## config.mk

```make
export PLATFORM = sky130hd
export DESIGN_NAME = frac_n_divider_calculator_core
export DESIGN_NICKNAME = d
export VERILOG_FILES = /design/src/rtl/fnd_pkg.sv /design/src/rtl/frac_n_divider_calculator_core.sv
export SDC_FILE = /design/constraint.sdc
export NUM_CORES = 2
export LEC_CHECK = 0
export ABC_AREA = 1
export BUFFER_PORTS_ARGS = -buffer_cell sky130_fd_sc_hd__buf_2
export CORE_ASPECT_RATIO = 0.6
export CORE_UTILIZATION = 55
export DETAILED_ROUTE_END_ITERATION = 6
export GPL_TIMING_DRIVEN = 0
export HOLD_SLACK_MARGIN = 0.05
export PLACE_DENSITY = 0.71
export SYNTH_ARGS = -nofsm -noshare
export SYNTH_HDL_FRONTEND = slang
export SYNTH_SLANG_ARGS = --single-unit
```

## constraint.sdc

```tcl
create_clock -name clk -period 20.1 [get_ports clk]
set_clock_uncertainty 0.15 [all_clocks]
set_input_delay 2.01 -clock clk [delete_from_list [all_inputs] [get_ports clk]]
set_output_delay 2.01 -clock clk [all_outputs]
set_load 0.05 [all_outputs]
```

## src/rtl/fnd_pkg.sv

```systemverilog
// ----------------------------------------------------------------------------
// fnd_pkg: fractional-N divider calculator package
// Widths, constants, pipeline stage record and the divider chunk function.
// ----------------------------------------------------------------------------
`default_nettype none

package fnd_pkg;

    localparam int FREQ_W         = 20;
    localparam int PD_W           = 14;
    localparam int D_W            = PD_W + 2;
    localparam int MAX_LO_DIV_LOG = 5;
    localparam int EXT_W          = FREQ_W + MAX_LO_DIV_LOG;
    localparam int FRAC_HI_W      = 16;
    localparam int FRAC_LO_W      = 8;
    localparam int FRAC_W         = FRAC_HI_W + FRAC_LO_W;
    localparam int ACC_W          = FREQ_W + FRAC_W;
    localparam int N_W            = 16;
    localparam int STEP_BITS      = 4;
    localparam int DIV_STAGES     = ACC_W / STEP_BITS;

    localparam logic [PD_W-1:0]   PD_RESET      = PD_W'(1000);
    localparam logic [EXT_W-1:0]  LO_NUMERATOR  = EXT_W'(540000);
    localparam logic [FREQ_W-1:0] PRESC_THRESH  = FREQ_W'(320000);

    localparam logic [1:0] PRESC_DIV2 = 2'd1;
    localparam logic [1:0] PRESC_DIV4 = 2'd2;

    localparam logic [1:0] STATUS_OK   = 2'd0;
    localparam logic [1:0] STATUS_ZERO = 2'd1;
    localparam logic [1:0] STATUS_SAT  = 2'd2;

    typedef struct packed {
        logic [2:0]        e;
        logic [1:0]        code;
        logic              zero;
        logic [FREQ_W-1:0] vco;
        logic [D_W-1:0]    d;
        logic [D_W-1:0]    rem;
        logic [ACC_W-1:0]  acc;   // dividend bits shift out the top, quotient in
    } stage_t;

    // Restoring division, STEP_BITS quotient bits.
    function automatic stage_t div_chunk(stage_t s);
        stage_t       r;
        logic [D_W:0] trial;
        r = s;
        for (int i = 0; i < STEP_BITS; i++) begin
            trial = {r.rem, r.acc[ACC_W-1]};
            r.acc = {r.acc[ACC_W-2:0], 1'b0};
            if (trial >= {1'b0, r.d}) begin
                trial    = trial - {1'b0, r.d};
                r.acc[0] = 1'b1;
            end
            r.rem = trial[D_W-1:0];
        end
        return r;
    endfunction

endpackage

`default_nettype wire

```

## src/rtl/frac_n_divider_calculator_core.sv

```systemverilog
// ----------------------------------------------------------------------------
// frac_n_divider_calculator_core: fractional-N PLL divider calculator
// Pipelined calculation of LO divider, prescaler and N.F divider ratio.
// ----------------------------------------------------------------------------
// Usage:
//   Input channel (in_valid/in_ready, target_freq) takes one tuning request
//   per transfer, frequency in 10 kHz units. Output channel
//   (out_valid/out_ready) delivers one result per request, in order.
//   cfg_wr_en/cfg_wr_data write pd_freq (phase detector frequency) at any
//   enabled clock edge; write it only while the pipeline is empty.
//   Pipeline: the prep register (exponent, VCO, prescaler, divisor) loads
//   at the input transfer edge; eleven stages of a 44-bit restoring
//   divider follow, four quotient bits each.
//   Throughput: one transfer per cycle while out_ready is held high.
//   Stall: each stage holds while the next is full and stalled; ready
//   ripples back, so bubbles are squeezed out and the input keeps
//   accepting until every stage is full.
//   Reset (rst_n low, async): pipeline empties, pd_freq returns to 1000.
// ----------------------------------------------------------------------------
`default_nettype none

module frac_n_divider_calculator_core
    import fnd_pkg::*;
(
    input  wire logic              clk,
    input  wire logic              rst_n,
    input  wire logic              cfg_wr_en,
    input  wire logic [PD_W-1:0]   cfg_wr_data,
    input  wire logic              in_valid,
    output logic                   in_ready,
    input  wire logic [FREQ_W-1:0] target_freq,
    output logic                   out_valid,
    input  wire logic              out_ready,
    output logic [2:0]             lo_div_log,
    output logic [1:0]             presc_code,
    output logic [N_W-1:0]         n_integer,
    output logic [FRAC_HI_W-1:0]   frac_high,
    output logic [FRAC_LO_W-1:0]   frac_low,
    output logic [FREQ_W-1:0]      vco_freq,
    output logic [1:0]             status
);

    localparam int LAST = DIV_STAGES;

    logic [PD_W-1:0] pd_freq_reg;

    stage_t          stg_reg  [0:LAST];
    stage_t          prep_next;
    stage_t          stg_next [1:LAST];
    logic [LAST:0]   vld_reg;
    logic [LAST+1:0] rdy;

    // configuration register
    always_ff @(posedge clk or negedge rst_n) begin
        if (!rst_n) begin
            pd_freq_reg <= PD_RESET;
        end
        else if (cfg_wr_en) begin
            pd_freq_reg <= cfg_wr_data;
        end
    end

    // prep stage: exponent, VCO, prescaler, divisor
    always_comb begin
        logic [PD_W-1:0]  pd;
        logic [EXT_W-1:0] ext;
        logic [2:0]       e;
        logic [FREQ_W-1:0] vco;
        pd  = (pd_freq_reg == '0) ? PD_W'(1) : pd_freq_reg;
        ext = EXT_W'(target_freq);
        e   = '0;
        // freq << k <= 540000 is monotone in k, last hit wins
        for (int k = 1; k <= MAX_LO_DIV_LOG; k++) begin
            if ((ext << k) <= LO_NUMERATOR) begin
                e = 3'(k);
            end
        end
        vco = FREQ_W'(ext << e);
        prep_next.e    = e;
        prep_next.zero = (target_freq == '0);
        prep_next.vco  = vco;
        if (vco > PRESC_THRESH) begin
            prep_next.code = PRESC_DIV4;
            prep_next.d    = {pd, 2'b00};
        end
        else begin
            prep_next.code = PRESC_DIV2;
            prep_next.d    = {1'b0, pd, 1'b0};
        end
        prep_next.rem = '0;
        prep_next.acc = {vco, {FRAC_W{1'b0}}};
    end

    // divider stages
    always_comb begin
        for (int k = 1; k <= LAST; k++) begin
            stg_next[k] = div_chunk(stg_reg[k-1]);
        end
    end

    // ready ripples back from the output; an empty stage always takes data
    always_comb begin
        rdy[LAST+1] = out_ready;
        for (int k = LAST; k >= 0; k--) begin
            rdy[k] = !vld_reg[k] || rdy[k+1];
        end
    end

    assign in_ready = rdy[0];

    always_ff @(posedge clk or negedge rst_n) begin
        if (!rst_n) begin
            vld_reg <= '0;
        end
        else begin
            if (rdy[0]) begin
                vld_reg[0] <= in_valid;
            end
            for (int k = 1; k <= LAST; k++) begin
                if (rdy[k]) begin
                    vld_reg[k] <= vld_reg[k-1];
                end
            end
        end
    end

    always_ff @(posedge clk) begin
        if (rdy[0] && in_valid) begin
            stg_reg[0] <= prep_next;
        end
        for (int k = 1; k <= LAST; k++) begin
            if (rdy[k] && vld_reg[k-1]) begin
                stg_reg[k] <= stg_next[k];
            end
        end
    end

    // output formatting
    logic [FREQ_W-1:0] n_full;
    logic              n_sat;

    assign n_full = stg_reg[LAST].acc[ACC_W-1 -: FREQ_W];
    assign n_sat  = (n_full[FREQ_W-1:N_W] != '0);

    assign out_valid = vld_reg[LAST];

    always_comb begin
        if (stg_reg[LAST].zero) begin
            lo_div_log = '0;
            presc_code = PRESC_DIV2;
            n_integer  = '0;
            frac_high  = '0;
            frac_low   = '0;
            vco_freq   = '0;
            status     = STATUS_ZERO;
        end
        else begin
            lo_div_log = stg_reg[LAST].e;
            presc_code = stg_reg[LAST].code;
            n_integer  = n_sat ? {N_W{1'b1}} : n_full[N_W-1:0];
            frac_high  = stg_reg[LAST].acc[FRAC_W-1 -: FRAC_HI_W];
            frac_low   = stg_reg[LAST].acc[FRAC_LO_W-1:0];
            vco_freq   = stg_reg[LAST].vco;
            status     = n_sat ? STATUS_SAT : STATUS_OK;
        end
    end

endmodule

`default_nettype wire

```

==> impl_metrics.py <==
metrics = {
    "die": {
        "ios": 108,
        "coreArea_mm2": 0.1151,
        "die_area_mm2": 0.1183,
        "start_util_pct": 55.87,
        "dieWidth_um": 443.4,
        "rows": 96,
        "die_h_um": 266.8,
    },
    "drt": {
        "met1_length_um": 88960,
        "wl_met2_um": 63210,
        "first_pass_iters": 6,
        "vias_per_cell": 5.735,
        "top_layer": "met4",
        "wl_met3_um": 21290,
        "drt.antenna.violating_nets": 0,
        "drcViolationCount": 0,
        "vias": 52800,
        "dr.first_iter.drc_count": 5754,
        "routed_wl_um": 175700,
        "wire_per_inst_um": 19.08,
    },
    "sta": {
        "rsz0062_at_grt": "false",
        "finalSetupTns_ps": 0,
        "setup_viol": 0,
        "fmax_ghz": 0.08565,
        "max_slew_margin_pct": 11.68,
        "min_period_over_period_pct": 58.09,
        "tightest_slew_ps": 1325,
        "drv_slew": 0,
        "fin_crit_ps": 11680,
        "hold_viol_final": 0,
    },
    "synthesis": {
        "synth_edf_count": 891,
        "synthArstFlopShare_pct": 2.835,
        "ys.flop_type": "edfxtp_1",
        "avgSynthCellArea_um2": 8.685,
        "synth_area_mm2": 0.06429,
        "yosysUniqueCellTypes": 69,
        "ys_seq_area_share_pct": 42.64,
        "synthCells": 7403,
        "yosysWarnings": 0,
        "ys_seq_elements": 917,
        "syn_nets": 8097,
    },
    "clocking": {
        "clock_path_buffers": 3,
        "clkLatencyLatePin_ps": 720,
        "cts_sinks": 917,
        "cts-buffers-inserted": 86,
        "clk_pin_slew_ps": 70,
        "post_cts_buffers": 0,
        "cts-root-buf": "clkbuf_16",
        "ctsResizeCount": 0,
        "cts_hold_buf": 0,
        "cts_tree": "done",
        "htree_num_levels": 3,
    },
    "placement": {
        "gp_congestion": 0.9775,
        "port_buffers": 107,
        "dpl.hpwl_um": 140300,
        "dpl_cell_area_mm2": 0.06718,
    },
    "setup_path": {
        "critPathMaxFanout": 10,
        "path_common_cell": "nand2_1",
        "critPathSlowestCell": "a21oi_1",
        "crit_arrival_ps": 11970,
        "crit_type": "reg -> reg",
        "startpoint_type": "register",
        "worst_setup_path_end_kind": "register",
        "cpPeakStageDelay_ps": 570,
        "cp.required_ps": 20390,
    },
    "finish": {
        "synthToLayoutAreaGrowth_pct": 9.008,
        "finalNetCount": 8311,
        "drive_gt1_share_pct": 6.217,
        "multi_input_area_mm2": 0.03288,
        "final-seq-area_mm2": 0.02741,
        "fillers": 9905,
        "design_area_mm2": 0.07008,
        "largest_register_ffs": 891,
        "n_antenna_cell": 0,
    },
    "global_route": {
        "grtUsageTotal_pct": 29.24,
        "antenna_found_initial": 4,
        "grt_overflow_total": 0,
        "grt_pass1_wl_um": 270500,
        "grt_pass1_vias": 47610,
        "grt_max_degree": 65,
    },
    "outcome": {
        "status": "finished, final reports clean",
    },
    "worst_hold_path": {
        "hp-class": "reg -> reg",
    },
    "run": {
        "drv_cap": 0,
    },
}
## cells in the mapped netlist (16+ instances only)
master / n / area (um^2)
a211oi_1: 19 / 142.6
a21boi_0: 17 / 127.6
a21o_1: 60 / 450.4
a21oi_1: 629 / 3148
a31oi_1: 38 / 237.7
buf_2: 60 / 300.3
buf_4: 20 / 150.1
clkbuf_1: 39 / 146.4
dfrtp_1: 20 / 500.5
edfxtp_1: 891 / 26760
fa_1: 26 / 520.5
ha_1: 629 / 7870
inv_1: 882 / 3311
inv_2: 21 / 78.83
nand2_1: 1741 / 6535
nand3_1: 362 / 1812
nand3_2: 16 / 160.2
nand4_1: 75 / 469.2
nor2_1: 412 / 1546
nor3_1: 78 / 390.4
nor4_1: 31 / 193.9
o21a_1: 26 / 195.2
o21ai_0: 505 / 2527
o21ai_1: 49 / 245.2
o21bai_1: 32 / 240.2
or2_2: 32 / 200.2
xnor2_1: 211 / 1848
xor2_1: 302 / 2645
## cell families after synthesis
kind of cell / after synthesis / synth area share, %
adder cells (fa/ha/maj): 655 / 13.05
AND/OR/NAND/NOR: 2817 / 18.36
XOR/XNOR: 513 / 6.988
flip-flops: 917 / 42.64
multiplexers: 6 / 0.1051
AO/OA/AOI/OAI: 1464 / 12.56
buffers and inverters: 1031 / 6.303
## path summary, 6_finish.rpt
check	start	endpoint	slack [ps]	cells past startpoint
min in group asynchronous	rst_n	pd_freq_reg[1]$_DFFE_PN0P_	1190	1
worst min-delay path	stg_reg[2][215]$_DFFE_PP_	stg_reg[2][321]$_DFFE_PP_	230	0
worst min register to register	stg_reg[2][215]$_DFFE_PP_	stg_reg[2][321]$_DFFE_PP_	230	0
max in group asynchronous	rst_n	pd_freq_reg[4]$_DFFE_PN0P_	18150	1
worst max register to register	stg_reg[2][163]$_DFFE_PP_	stg_reg[2][257]$_DFFE_PP_	8420	60
worst max-delay path	stg_reg[2][163]$_DFFE_PP_	stg_reg[2][257]$_DFFE_PP_	8420	60
## critical path: cells and delay by family, from the launching register on
| family | cells | cell delay (ps) |
|---|---|---|
| flops | 1 | 340 |
| buf+inv | 13 | 2510 |
| fa+ha+maj | 4 | 1420 |
| compound gates | 19 | 3630 |
| simple gates | 24 | 3290 |
## per-stage QoR
stage | hold WS [ps] | utilization [%] | cells | setup WS, ps
floorplan | 250.3 | - | 7403 | 11300
global placement | 250.1 | 57.99 | 9029 | 9009
detailed placement | 254.5 | 58.38 | 9048 | 8859
CTS | 220.6 | 60.91 | 9207 | 8815
global route | 236.9 | 60.91 | 9207 | 7741
finish | 231.9 | 60.91 | 9207 | 8425
## layout make-up
| class | count | area share, % |
|---|---|---|
| plain buffers | 127 | 0.9408 |
| repair buffers | 126 | 1.314 |
| well taps | 1519 | 2.712 |
| inverters | 904 | 4.860 |
| flip-flops and latches | 917 | 39.12 |
| clock buffers | 108 | 3.188 |
| multi-input cells | 5455 | 46.91 |
| clock inverters | 51 | 0.9587 |
## cell usage in the layout, fill, tap and decap left out, drive strengths merged, types with 8 or more instances in the layout
cell type	netlist	final
a211oi	20	20
a21boi	21	21
a21o	60	60
a21oi	634	634
a221oi	12	12
a31oi	38	38
and2	15	15
buf	86	212
bufinv	0	8
clkbuf	41	149
clkinv	1	31
dfrtp	20	20
edfxtp	891	891
fa	26	26
ha	629	629
inv	903	911
nand2	1756	1756
nand3	378	378
nand3b	11	11
nand4	75	75
nor2	426	426
nor3	78	78
nor4	31	31
o2111ai	10	10
o211ai	14	14
o21a	26	26
o21ai	558	558
o21bai	32	32
o221ai	9	9
o31ai	14	14
or2	34	34
xnor2	211	211
xor2	302	302
## layer usage
layer  global-route usage (%)  vias up
met4                    4.536        0
met2                    37.08     2292
met1                    48.42    24600
li1                         -    25780
met3                    7.975      138
met5                        0        -
Power is not shown: default switching activity piles up to over one toggle a cycle in this logic, so the estimate is an artifact.
